File: src/design/bss_pkg.sv
// ----------------------------------------------------------------------------
// bss_pkg: shared definitions of the block selection sorter
// Value width, default block length and the control word that the top level
// broadcasts to every cell of the sorting chain.
// ----------------------------------------------------------------------------
package bss_pkg;

  localparam int BSS_VAL_W     = 8;
  localparam int BSS_BLOCK_LEN = 16;

  typedef logic [BSS_VAL_W-1:0] bss_val_t;

  // Broadcast control for the chain: insert a new value, or shift one place
  // toward cell zero.
  typedef struct packed {
    logic     insert;
    logic     shift;
    bss_val_t sample;
  } bss_ctl_t;

endpackage

File: src/design/bss_ifs.sv
// ----------------------------------------------------------------------------
// bss_ifs: channel interfaces of the block selection sorter
// A valid/ready channel for incoming samples and one for sorted results.
// ----------------------------------------------------------------------------
interface bss_in_if;
  logic                        valid;
  logic                        ready;
  logic [bss_pkg::BSS_VAL_W-1:0] sample;

  modport source (output valid, output sample, input ready);
  modport sink   (input valid, input sample, output ready);
endinterface

interface bss_out_if;
  logic                        valid;
  logic                        ready;
  logic [bss_pkg::BSS_VAL_W-1:0] sorted_value;
  logic                        block_end;

  modport source (output valid, output sorted_value, output block_end, input ready);
  modport sink   (input valid, input sorted_value, input block_end, output ready);
endinterface

File: src/design/block_selection_sorter.sv
// ----------------------------------------------------------------------------
// block_selection_sorter: sorts blocks of unsigned 8-bit values
// Collects BLOCK_LEN samples and returns them in ascending order.
// ----------------------------------------------------------------------------
// The block takes BLOCK_LEN samples, one per transfer, and keeps them in a
// chain of BLOCK_LEN cells that stays sorted at all times: every cell compares
// the incoming sample against its own value in parallel, and the cells above
// the insertion point move one place up, all in one update when a sample is
// taken. When the last sample of a block has been taken, the chain drains
// toward cell zero, one value per result transfer, smallest first; the final
// (largest) value carries block_end. Equal values appear as many times as
// they were sent. While the block drains, the input is not ready, so filling
// and draining of a block never overlap. The output comes straight from the
// register of cell zero. Reset discards a partial block.
module block_selection_sorter #(
  parameter int BLOCK_LEN = bss_pkg::BSS_BLOCK_LEN
) (
  input  logic      clk,
  input  logic      rst,
  bss_in_if.sink    feed,
  bss_out_if.source result
);
  import bss_pkg::*;

  localparam int CNT_W = $clog2(BLOCK_LEN + 1);

  // In fill mode count is the number of samples held; in drain mode it is
  // the number of results still to send.
  logic [CNT_W-1:0] count;
  logic [CNT_W-1:0] count_next;
  logic             draining;
  logic             draining_next;

  logic             in_xfer;
  logic             out_xfer;
  bss_ctl_t         ctl;

  logic     [BLOCK_LEN-1:0] keep;
  logic     [BLOCK_LEN-1:0] occupied;
  bss_val_t                 cell_value [BLOCK_LEN];

  assign feed.ready = !draining;
  assign in_xfer    = feed.valid && feed.ready;
  assign out_xfer   = result.valid && result.ready;

  assign ctl.insert = in_xfer;
  assign ctl.shift  = out_xfer;
  assign ctl.sample = feed.sample;

  always_comb begin
    count_next    = count;
    draining_next = draining;
    if (in_xfer) begin
      if (count == CNT_W'(BLOCK_LEN - 1)) begin
        draining_next = 1'b1;
        count_next    = CNT_W'(BLOCK_LEN);
      end else begin
        count_next = count + CNT_W'(1);
      end
    end else if (out_xfer) begin
      count_next = count - CNT_W'(1);
      if (count == CNT_W'(1)) begin
        draining_next = 1'b0;
      end
    end
  end

  always_ff @(posedge clk) begin
    if (rst) begin
      count    <= '0;
      draining <= 1'b0;
    end else begin
      count    <= count_next;
      draining <= draining_next;
    end
  end

  // The chain itself: cell zero holds the smallest value.
  for (genvar i = 0; i < BLOCK_LEN; i++) begin : g_cell
    assign occupied[i] = (count > CNT_W'(i));

    if (i == 0) begin : g_head
      bss_cell u_cell (
        .clk        (clk),
        .ctl        (ctl),
        .occupied   (occupied[i]),
        .prev_keep  (1'b1),
        .prev_value ('0),
        .next_value ((BLOCK_LEN > 1) ? cell_value[(BLOCK_LEN > 1) ? 1 : 0] : '0),
        .keep       (keep[i]),
        .value      (cell_value[i])
      );
    end else if (i == BLOCK_LEN - 1) begin : g_tail
      bss_cell u_cell (
        .clk        (clk),
        .ctl        (ctl),
        .occupied   (occupied[i]),
        .prev_keep  (keep[i-1]),
        .prev_value (cell_value[i-1]),
        .next_value ('0),
        .keep       (keep[i]),
        .value      (cell_value[i])
      );
    end else begin : g_mid
      bss_cell u_cell (
        .clk        (clk),
        .ctl        (ctl),
        .occupied   (occupied[i]),
        .prev_keep  (keep[i-1]),
        .prev_value (cell_value[i-1]),
        .next_value (cell_value[i+1]),
        .keep       (keep[i]),
        .value      (cell_value[i])
      );
    end
  end

  assign result.valid        = draining;
  assign result.sorted_value = cell_value[0];
  assign result.block_end    = (count == CNT_W'(1));

endmodule

File: src/design/bss_cell.sv
// ----------------------------------------------------------------------------
// bss_cell: one slot of the insertion chain
// Holds one value. On insert it keeps its value, takes the new sample, or
// takes its left neighbor's value; on shift it takes its right neighbor's.
// ----------------------------------------------------------------------------
module bss_cell (
  input  logic                          clk,
  input  bss_pkg::bss_ctl_t             ctl,
  input  logic                          occupied,
  input  logic                          prev_keep,
  input  logic [bss_pkg::BSS_VAL_W-1:0] prev_value,
  input  logic [bss_pkg::BSS_VAL_W-1:0] next_value,
  output logic                          keep,
  output logic [bss_pkg::BSS_VAL_W-1:0] value
);
  import bss_pkg::*;

  bss_val_t value_next;

  // A cell keeps its value when it already holds something not above the
  // new sample; empty cells behave as if they held infinity.
  assign keep = occupied && (value <= ctl.sample);

  always_comb begin
    value_next = value;
    if (ctl.shift) begin
      value_next = next_value;
    end else if (ctl.insert && !keep) begin
      value_next = prev_keep ? ctl.sample : prev_value;
    end
  end

  always_ff @(posedge clk) begin
    value <= value_next;
  end

endmodule

File: src/flat_wrapper.sv
// flat-port wrapper written by rule: the top's interface ports become plain ports
module block_selection_sorter_flat import bss_pkg::*;
#(
  parameter int BLOCK_LEN = bss_pkg::BSS_BLOCK_LEN
)
  (clk, rst, feed_valid, feed_sample, feed_ready, result_valid, result_sorted_value, result_block_end, result_ready);
  bss_in_if feed_i ();
  bss_out_if result_i ();
  input  logic clk;
  input  logic rst;
  input wire logic [$bits(feed_i.valid)-1:0] feed_valid;
  input wire logic [$bits(feed_i.sample)-1:0] feed_sample;
  output wire logic [$bits(feed_i.ready)-1:0] feed_ready;
  output wire logic [$bits(result_i.valid)-1:0] result_valid;
  output wire logic [$bits(result_i.sorted_value)-1:0] result_sorted_value;
  output wire logic [$bits(result_i.block_end)-1:0] result_block_end;
  input wire logic [$bits(result_i.ready)-1:0] result_ready;
  assign feed_i.valid = feed_valid;
  assign feed_i.sample = feed_sample;
  assign feed_ready = feed_i.ready;
  assign result_valid = result_i.valid;
  assign result_sorted_value = result_i.sorted_value;
  assign result_block_end = result_i.block_end;
  assign result_i.ready = result_ready;
  block_selection_sorter #(.BLOCK_LEN(BLOCK_LEN)) u_core (.clk(clk), .rst(rst), .feed(feed_i), .result(result_i));
endmodule
File: config.mk
export PLATFORM = sky130hd
export DESIGN_NAME = block_selection_sorter_flat
export DESIGN_NICKNAME = d
export VERILOG_FILES = /design/src/design/bss_pkg.sv /design/src/design/bss_ifs.sv /design/src/design/block_selection_sorter.sv /design/src/design/bss_cell.sv /design/src/flat_wrapper.sv
export SDC_FILE = /design/constraint.sdc
export NUM_CORES = 1
export LEC_CHECK = 0
export BUFFER_PORTS_ARGS = -buffer_cell sky130_fd_sc_hd__buf_2
export CORE_ASPECT_RATIO = 0.9
export CORE_UTILIZATION = 50
export DETAILED_ROUTE_END_ITERATION = 8
export HOLD_SLACK_MARGIN = 0.02
export PLACE_DENSITY = 0.66
export SYNTH_ARGS = -nofsm -noshare
export SYNTH_HDL_FRONTEND = slang
export SYNTH_SLANG_ARGS = --single-unit
File: constraint.sdc
create_clock -name clk -period 3.8 [get_ports clk]
set_clock_uncertainty 0.2 [all_clocks]
set_input_delay 0.76 -clock clk [delete_from_list [all_inputs] [get_ports clk]]
set_output_delay 0.76 -clock clk [all_outputs]
set_load 0.02 [all_outputs]
==> out/summary.txt, run 1 <==
Outcome: finished, final reports clean
Hold slack: 0.353 ns
Critical path launch point type: input pin
Root buf cell: clkbuf_16
Crit path required time: 3.67 ns
Num rows: 49
Final setup vio count: 0
Htree depth: 4
Fmax: 337 MHz
RSZ-0062 raised after global routing: false
Final Hold Viols: 0
Setup TNS: 0 ns
Post-synthesis sequential area ratio: 38.1%
Arrival @ worst endpoint: 2.83 ns
First-pass GRT wire length: 49400 um
Placed Area: 10700 um^2
Initial Utilization: 51.0%
Met3 usage: 6.73%
Fin crit share: 78.0%
GRT Util Overall: 31.0%
Total gr overflow: 0
Initial antenna violation count: 0
Maximum root-to-sink buffer count: 2
Pleak: 4.40 nW
Resized Gates After CTS: 0
Final RePlAce weighted congestion: 0.903
Post-route cell area: 11300 um^2
Post-synth ARST share: 0%
Crit-path max FO: 16
Slew @ Worst Pin: 0.817 ns
Layout Area Growth over Synthesis: 10.8%
Final slew viol count: 0
Busiest grt layer: met2
Die height: 138 um
Post-CTS Hold Buffers: 0
Routed via count: 9163
Drt pass-1 iters: 6
Nets: 1268
Fraction of layout cells with a size suffix above 1: 9.97%
DRT antenna net count: 0
HPWL Detailed: 21700 um
Crit path kind: in2reg
Vias in the first global route: 8708
Synth Register Bits: 134
Clock sink total: 134
Die X: 153 um
Die area: 21000 um^2
Mapped Cells: 1103
Pwr/cell area: 470 nW/um^2
Register clock-pin slew on the reported worst setup and hold paths: 0.06 ns
Wirelength per Cell: 22.5 um
# IOs: 23
Met1 Use GR: 43.8%
Post-CTS Repair Setup Buffers: 0
Slew HR: 45.5%
HP Class: reg2reg
Met2 usage: 47.9%
Number of flops mapped to enable cells by yosys: 120
Cts bufs inserted: 17
Initial DRC Count: 961
Synth Cell Area: 10200 um^2
Antenna cells: 0
Post-synthesis net count: 1249
MaxCap Viol Count: 0
Min cycle time layout: 2.96 ns
I/O Buffers: 22
CTS tree: done
Number of vias per cell: 6.60
Library cells used by synthesis: 48
Post-synth top flop: edfxtp_1
Skew-Pair Late Insertion Delay: 0.43 ns
Final wirelength: 31300 um
Avg Cell Area, Syn: 9.25 um^2
Pin count of the biggest net entering global routing: 64
Drt drc: 0
Nature of the critical path endpoint: flip-flop
Core Region: 20000 um^2
Synth warn: 0
Peak VDD IR: 0.347 mV
[layer usage]
metal	wire, um	vias to the layer above
li1	-	4286
met2	13500	464
met4	506	0
met5	0	-
met3	3130	44
met1	14100	4369
[worst paths after layout]
check                                                        startpoint                                                     to  slack (ns)  cells after the start
setup / recovery                                         feed_sample[1]      u_core.g_cell[12].g_mid.u_cell.value[1]$_DFFE_PP_        0.84                     10
hold / removal    u_core.g_cell[15].g_tail.u_cell.value[0]$_SDFFE_PP0P_  u_core.g_cell[15].g_tail.u_cell.value[0]$_SDFFE_PP0P_        0.35                      2
setup reg to reg                           u_core.count[1]$_SDFFE_PP0P_  u_core.g_cell[15].g_tail.u_cell.value[5]$_SDFFE_PP0P_        0.94                      7
hold reg to reg   u_core.g_cell[15].g_tail.u_cell.value[0]$_SDFFE_PP0P_  u_core.g_cell[15].g_tail.u_cell.value[0]$_SDFFE_PP0P_        0.35                      2
[flip-flops by register name, indices dropped and copies added (netlist names)]
signal                             cells
u_core.g_cell.g_tail.u_cell.value      8
u_core.g_cell.g_mid.u_cell.value     112
u_core.count                           5
u_core.g_cell.g_head.u_cell.value      8
u_core.result.valid                    1
[layout by cell type, fill, tap and decap left out, types with 26 or more instances in the layout]
master and instances:
mux2i_1 32, inv_1 27, ha_1 134, o21ai_0 152, buf_4 36, nand4_1 26, a31oi_1 90, nand2_1 66
nor2_1 89, a21oi_1 135, edfxtp_1 120
[cells in the mapped netlist, types with 7 or more instances]
library cell / instances / area share, %
a22oi_1: 12 / 0.88
nor2_1: 89 / 3.3
inv_1: 27 / 0.99
ha_1: 134 / 16
o21ai_1: 15 / 0.74
nand4_1: 26 / 1.6
o21a_1: 10 / 0.74
o21ai_0: 152 / 7.5
buf_4: 9 / 0.66
nor2b_1: 26 / 1.6
dfxtp_1: 14 / 2.7
clkbuf_1: 42 / 1.5
mux2i_1: 32 / 3.1
o211ai_1: 11 / 0.81
a21o_1: 13 / 0.96
and3_1: 7 / 0.43
a31oi_1: 90 / 5.5
a21oi_1: 135 / 6.6
edfxtp_1: 120 / 35
nand2_1: 67 / 2.5
[report_power, final]
| part | total, mW | switching (mW) | internal, mW | leakage, nW |
|---|---|---|---|---|
| combinational | 1.41 | 0.865 | 0.546 | 2.83 |
| clock | 1.76 | 0.670 | 1.09 | 0.292 |
| sequential | 2.15 | 0.231 | 1.92 | 1.28 |
[final cells by class]
cell class / instances / area (um^2)
Fill cell: 1801 / 8680
Multi-Input combinational cell: 881 / 5950
Sequential cell: 134 / 3880
Timing Repair Buffer: 61 / 440
Clock buffer: 17 / 425
Tap cell: 255 / 319
Clock inverter: 13 / 184
Inverter: 27 / 101
[logic make-up after synthesis]
family | synth area share [%]
adder cells (fa/ha/maj) | 16.4
buffers and inverters | 3.72
flip-flops | 38.1
AND/OR/NAND/NOR | 10.8
XOR/XNOR | 0.172
AO/OA/AOI/OAI | 27.2
multiplexers | 3.58
[critical path, cell delays in order]
cell and delay (ns):
buf_2 0.10, inv_1 0.04, buf_4 0.31, ha_1 0.30, nor2b_1 0.14, o211ai_1 0.16, a21oi_1 0.12, o32a_1 0.44
o21ai_0 0.20, nand2_1 0.26
[through the flow]
step | worst slack [ns] | cells | power, mW | utilization (%)
4_1_cts | 0.852 | 1388 | 5.29 | 56.6
5_1_grt | 0.654 | 1388 | 5.57 | 56.6
6_report | 0.836 | 1388 | 5.32 | 56.6
3_3_place_gp | 0.456 | 1358 | 3.50 | 53.5
2_1_floorplan | 0.427 | 1103 | 3.08 | -
3_5_place_dp | 0.419 | 1358 | 3.54 | 53.5
(Power assumes the default switching activity.)
==> run 2: changes to the inputs <==
==> constraint.sdc (replaced) <==
create_clock -name clk -period 2.8 [get_ports clk]
set_clock_uncertainty 0.2 [all_clocks]
set_input_delay 0.56 -clock clk [delete_from_list [all_inputs] [get_ports clk]]
set_output_delay 0.56 -clock clk [all_outputs]
set_load 0.02 [all_outputs]
==> out/summary.txt, run 2 (synthesis gave the netlist of run 1 again) <==
Skew-Pair Late Insertion Delay: 0.43 ns
Fraction of layout cells with a size suffix above 1: 16.3%
Nets: 1349
Worst Reg-to-Reg Cells: 8
Vias in the first global route: 8969
Initial antenna violation count: 0
Crit-path max FO: 15
Slew @ Worst Pin: 0.727 ns
Finished Layout Cells: 1470
Final Hold Viols: 0
Nature of the critical path endpoint: flip-flop
Critical path launch point type: input pin
WL met2: 14400 um
Pin count of the biggest net entering global routing: 48
Num rows: 49
Final slew viol count: 0
Final setup vio count: 0
Number of vias per cell: 6.51
Arrival @ worst endpoint: 2.58 ns
Peak VDD IR: 0.360 mV
Initial Utilization: 51.0%
Post-CTS Hold Buffers: 0
DP Cell Count: 1439
Die height: 138 um
Wirelength per Cell: 22.0 um
Crit path required time: 2.76 ns
Maximum root-to-sink buffer count: 2
Top Registers: u_core.g_cell.g_mid.u_cell.value x112, u_core.g_cell.g_head.u_cell.value x8, u_core.g_cell.g_tail.u_cell.value x8
DRT antenna net count: 0
Register with the most flip-flops: u_core.g_cell.g_mid.u_cell.value
Resized Gates After CTS: 0
Placed Area: 11500 um^2
Core Region: 20000 um^2
Final Power: 7.41 mW
Commonest non-fill, non-tap cells in the layout: o21ai_0 (148), a21oi_1 (135), ha_1 (134)
Post-route cell area: 12100 um^2
Max layer used: met4
Layout Area Growth over Synthesis: 18.4%
GRT Util Overall: 31.2%
Pwr/cell area: 613 nW/um^2
Worst hold start: rst
Drt drc: 0
Slew HR: 51.6%
Clock sink total: 134
Htree depth: 4
Min cycle time layout: 2.63 ns
First-pass GRT wire length: 49600 um
# IOs: 23
Setup TNS: 0 ns
Die area: 21000 um^2
Routed via count: 9574
Met3 wire length: 3100 um
I/O Buffers: 22
Post-CTS Repair Setup Buffers: 0
HPWL Detailed: 23100 um
Fin crit share: 93.8%
MaxCap Viol Count: 0
Cts bufs inserted: 17
Outcome: finished, final reports clean
Fmax: 381 MHz
RSZ-0062 raised after global routing: false
Crit path kind: in2reg
Hold Path End: u_core.count[1]$_SDFFE_PP0P_
Commonest non-fill, non-tap cell in the layout: o21ai_0
Reg2reg end: u_core.g_cell[12].g_mid.u_cell.value[0]$_DFFE_PP_
HP Class: in2reg
Antenna cells: 0
Register clock-pin slew on the reported worst setup and hold paths: 0.06 ns
Die X: 153 um
Pleak: 4.83 nW
CTS tree: done
Final wirelength: 32300 um
WHS Path Cells: 2
Root buf cell: clkbuf_16
Reg2reg start: u_core.g_cell[11].g_mid.u_cell.value[1]$_DFFE_PP_
Register-to-register setup slack: 0.23 ns
Total gr overflow: 0
Largest register FFs: 112
Hold slack: 0.219 ns
Drt pass-1 iters: 6
Initial DRC Count: 979
DRT met1 WL: 14200 um
Final RePlAce weighted congestion: 0.909
==> run 2: worst max-delay path, stage by stage <==
cell        delay, ns
buf_2            0.11
clkinvlp_4       0.09
buf_12           0.17
ha_1             0.31
nor2b_1          0.13
o211ai_1         0.15
a21oi_1          0.10
o32a_1           0.38
buf_4            0.17
o21ai_0          0.28
a22oi_1          0.11
==> run 2: final cells by class <==
class | instances | area [um^2]
clock inverters | 14 | 161
well taps | 255 | 319
inverters | 27 | 105
multi-input cells | 881 | 5960
repair buffers | 142 | 1220
clock buffers | 17 | 425
flip-flops and latches | 134 | 3880
fillers | 1728 | 7910
==> run 2: routing by layer <==
layer	vias up	track usage, %
li1	4454	-
met4	0	10.3
met5	-	0
met1	4557	43.1
met2	495	49.8
met3	68	5.28
==> run 2: how the worst max path moves through the flow <==
stage | slack (ns) | startpoint | cells after the start | endpoint
finish | 0.17 | feed_sample[1] | 11 | u_core.g_cell[12].g_mid.u_cell.value[0]$_DFFE_PP_
global route | 0.09 | feed_sample[1] | 10 | u_core.g_cell[10].g_mid.u_cell.value[0]$_DFFE_PP_
CTS | 0.19 | u_core.count[2]$_SDFFE_PP0P_ | 4 | result_block_end
detailed placement | -0.18 | feed_sample[1] | 11 | u_core.g_cell[12].g_mid.u_cell.value[0]$_DFFE_PP_
global placement | -0.16 | feed_sample[7] | 10 | u_core.g_cell[8].g_mid.u_cell.value[6]$_DFFE_PP_
floorplan | 0.01 | feed_sample[6] | 8 | u_core.g_cell[2].g_mid.u_cell.value[0]$_DFFE_PP_
==> run 2: through the flow <==
| step | worst slack [ns] | util (%) |
|---|---|---|
| after CTS | 0.193 | 60.4 |
| after detailed placement | -0.178 | 57.5 |
| after global routing | 0.0876 | 60.4 |
| after floorplan | 0.0103 | - |
| after global placement | -0.155 | 57.5 |
| final | 0.173 | 60.4 |
==> run 2: power by group <==
part,switching [mW],internal (mW),total [mW]
registers,0.306,2.60,2.91
logic,1.24,0.977,2.21
clock network,0.904,1.38,2.29
==> run 3: changes to the inputs <==
--- a/config.mk
+++ b/config.mk
@@ -5,12 +5,13 @@
 export SDC_FILE = /design/constraint.sdc
 export NUM_CORES = 1
 export LEC_CHECK = 0
-export BUFFER_PORTS_ARGS = -buffer_cell sky130_fd_sc_hd__buf_2
+export BUFFER_PORTS_ARGS = -buffer_cell sky130_fd_sc_hd__buf_4
 export CORE_ASPECT_RATIO = 0.9
 export CORE_UTILIZATION = 50
 export DETAILED_ROUTE_END_ITERATION = 8
 export HOLD_SLACK_MARGIN = 0.02
 export PLACE_DENSITY = 0.66
+export RECOVER_POWER = 25
 export SYNTH_ARGS = -nofsm -noshare
 export SYNTH_HDL_FRONTEND = slang
 export SYNTH_SLANG_ARGS = --single-unit
==> out/summary.txt, run 3 (synthesis gave the netlist of run 1 again) <==
Top Registers: u_core.g_cell.g_mid.u_cell.value x112, u_core.g_cell.g_head.u_cell.value x8, u_core.g_cell.g_tail.u_cell.value x8
Pleak: 4.76 nW
Vias in the first global route: 8967
Setup WS post-layout: 0.130 ns
Crit-path max FO: 9
CTS tree: done
Clk pwr share: 30.0%
Drt drc: 0
Commonest non-fill, non-tap cell in the layout: o21ai_0
Final RePlAce weighted congestion: 0.856
Skew-Pair Late Insertion Delay: 0.44 ns
Root buf cell: clkbuf_16
Crit path kind: in2reg
Initial Utilization: 51.0%
Final Hold Viols: 0
Nature of the critical path endpoint: flip-flop
Die height: 138 um
Fillers: 1761
Fraction of layout cells with a size suffix above 1: 14.5%
RSZ-0062 raised after global routing: false
Comb pwr share: 30.1%
Slew @ Worst Pin: 0.927 ns
Nets: 1349
Register with the most flip-flops: u_core.g_cell.g_mid.u_cell.value
Final setup vio count: 0
Register clock-pin slew on the reported worst setup and hold paths: 0.06 ns
DRT antenna net count: 0
Total gr overflow: 0
Slew HR: 38.2%
Pre-CTS WS: -0.217 ns
Die X: 153 um
Commonest non-fill, non-tap cells in the layout: o21ai_0 (150), a21oi_1 (135), ha_1 (134)
# IOs: 23
Final slew viol count: 0
HPWL Detailed: 22800 um
P_int: 4.85 mW
Num rows: 49
MaxCap Viol Count: 0
Maximum root-to-sink buffer count: 2
Switching Share: 33.4%
Hold slack: 0.168 ns
Crit path required time: 2.75 ns
I/O Buffers: 22
Sequential Power Share: 39.9%
Fmax: 375 MHz
Min cycle time layout: 2.67 ns
Fin crit share: 95.4%
Clock sink total: 134
Wirelength per Cell: 21.6 um
First-pass GRT wire length: 50000 um
Final wirelength: 31800 um
Sw Pwr: 2.43 mW
Setup TNS: 0 ns
Core Region: 20000 um^2
Number of vias per cell: 6.44
Pin count of the biggest net entering global routing: 83
Initial antenna violation count: 0
GRT Util Overall: 31.2%
Initial DRC Count: 1139
Routed via count: 9478
Layout Area Growth over Synthesis: 17.3%
Post-CTS Repair Setup Buffers: 0
Htree depth: 4
Pwr/cell area: 608 nW/um^2
Cts bufs inserted: 17
Drt pass-1 iters: 7
Peak VDD IR: 0.391 mV
Critical path launch point type: input pin
Arrival @ worst endpoint: 2.62 ns
Die area: 21000 um^2
Post-CTS Hold Buffers: 0
Resized Gates After CTS: 0
Outcome: finished, final reports clean
Antenna cells: 0
Largest register FFs: 112
HP Class: in2reg
-- run 3: changes by cell type in the layout (fill, tap and decap cells not counted), sizes merged --
cell | previous run | this run
clkinv | 5 | 8
clkbuf | 17 | 40
clkinvlp | 7 | 3
bufinv | 3 | 2
buf | 142 | 122
-- run 3: per-stage QoR --
stage / std cells / area, um^2 / util (%) / power, mW
finish: 1471 / 12000 / 59.9 / 7.28
global route: 1471 / 12000 / 59.9 / 7.63
CTS: 1471 / 12100 / 60.3 / 7.27
detailed placement: 1439 / 11500 / 57.6 / 5.09
global placement: 1439 / 11500 / 57.6 / 5.02
floorplan: 1103 / 10200 / - / 4.19
-- run 3: layer usage --
| metal | share of wire, % | wire length (um) | track usage, % |
|---|---|---|---|
| met5 | 0 | 0 | 0 |
| met4 | 2.2 | 711 | 10.8 |
| met3 | 8.8 | 2780 | 6.29 |
| met2 | 45 | 14200 | 49.4 |
| met1 | 44 | 14100 | 42.8 |
-- run 3: power by group through the flow --
stage	Sequential (mW)	Clock [mW]	Combinational, mW
2_1_floorplan	2.78	0	1.41
5_1_grt	2.93	2.28	2.43
4_1_cts	2.89	2.20	2.19
3_3_place_gp	2.93	0	2.09
6_report	2.90	2.19	2.19
3_5_place_dp	2.93	0	2.17
-- run 3: final cells by class --
class                           count  area (um^2)  area share [%]
Sequential cell                   134         3880            32.4
Multi-Input combinational cell    881         5950            49.7
Clock buffer                       20          437            3.65
Timing Repair Buffer              142         1170            9.75
Tap cell                          255          319            2.67
Clock inverter                     12          111           0.930
Inverter                           27          105           0.878
-- run 3: path summary, 6_finish.rpt --
path                                                           end  slack [ns]                                                   from  cells past startpoint
max reg2reg      u_core.g_cell[14].g_mid.u_cell.value[0]$_DFFE_PP_        0.16      u_core.g_cell[13].g_mid.u_cell.value[7]$_DFFE_PP_                      9
max               u_core.g_cell[4].g_mid.u_cell.value[7]$_DFFE_PP_        0.13                                         feed_sample[3]                     10
min                               u_core.result.valid$_SDFFE_PP0P_        0.17                                                    rst                      2
min reg2reg  u_core.g_cell[15].g_tail.u_cell.value[1]$_SDFFE_PP0P_        0.34  u_core.g_cell[15].g_tail.u_cell.value[1]$_SDFFE_PP0P_                      2
-- run 3: critical path: stages --
cell,delay [ns]
clkbuf_4,0.11
inv_1,0.15
buf_4,0.21
ha_1,0.25
and3_1,0.16
and4_1,0.20
o21ai_0,0.29
a21oi_4,0.15
o21ai_0,0.35
buf_12,0.18
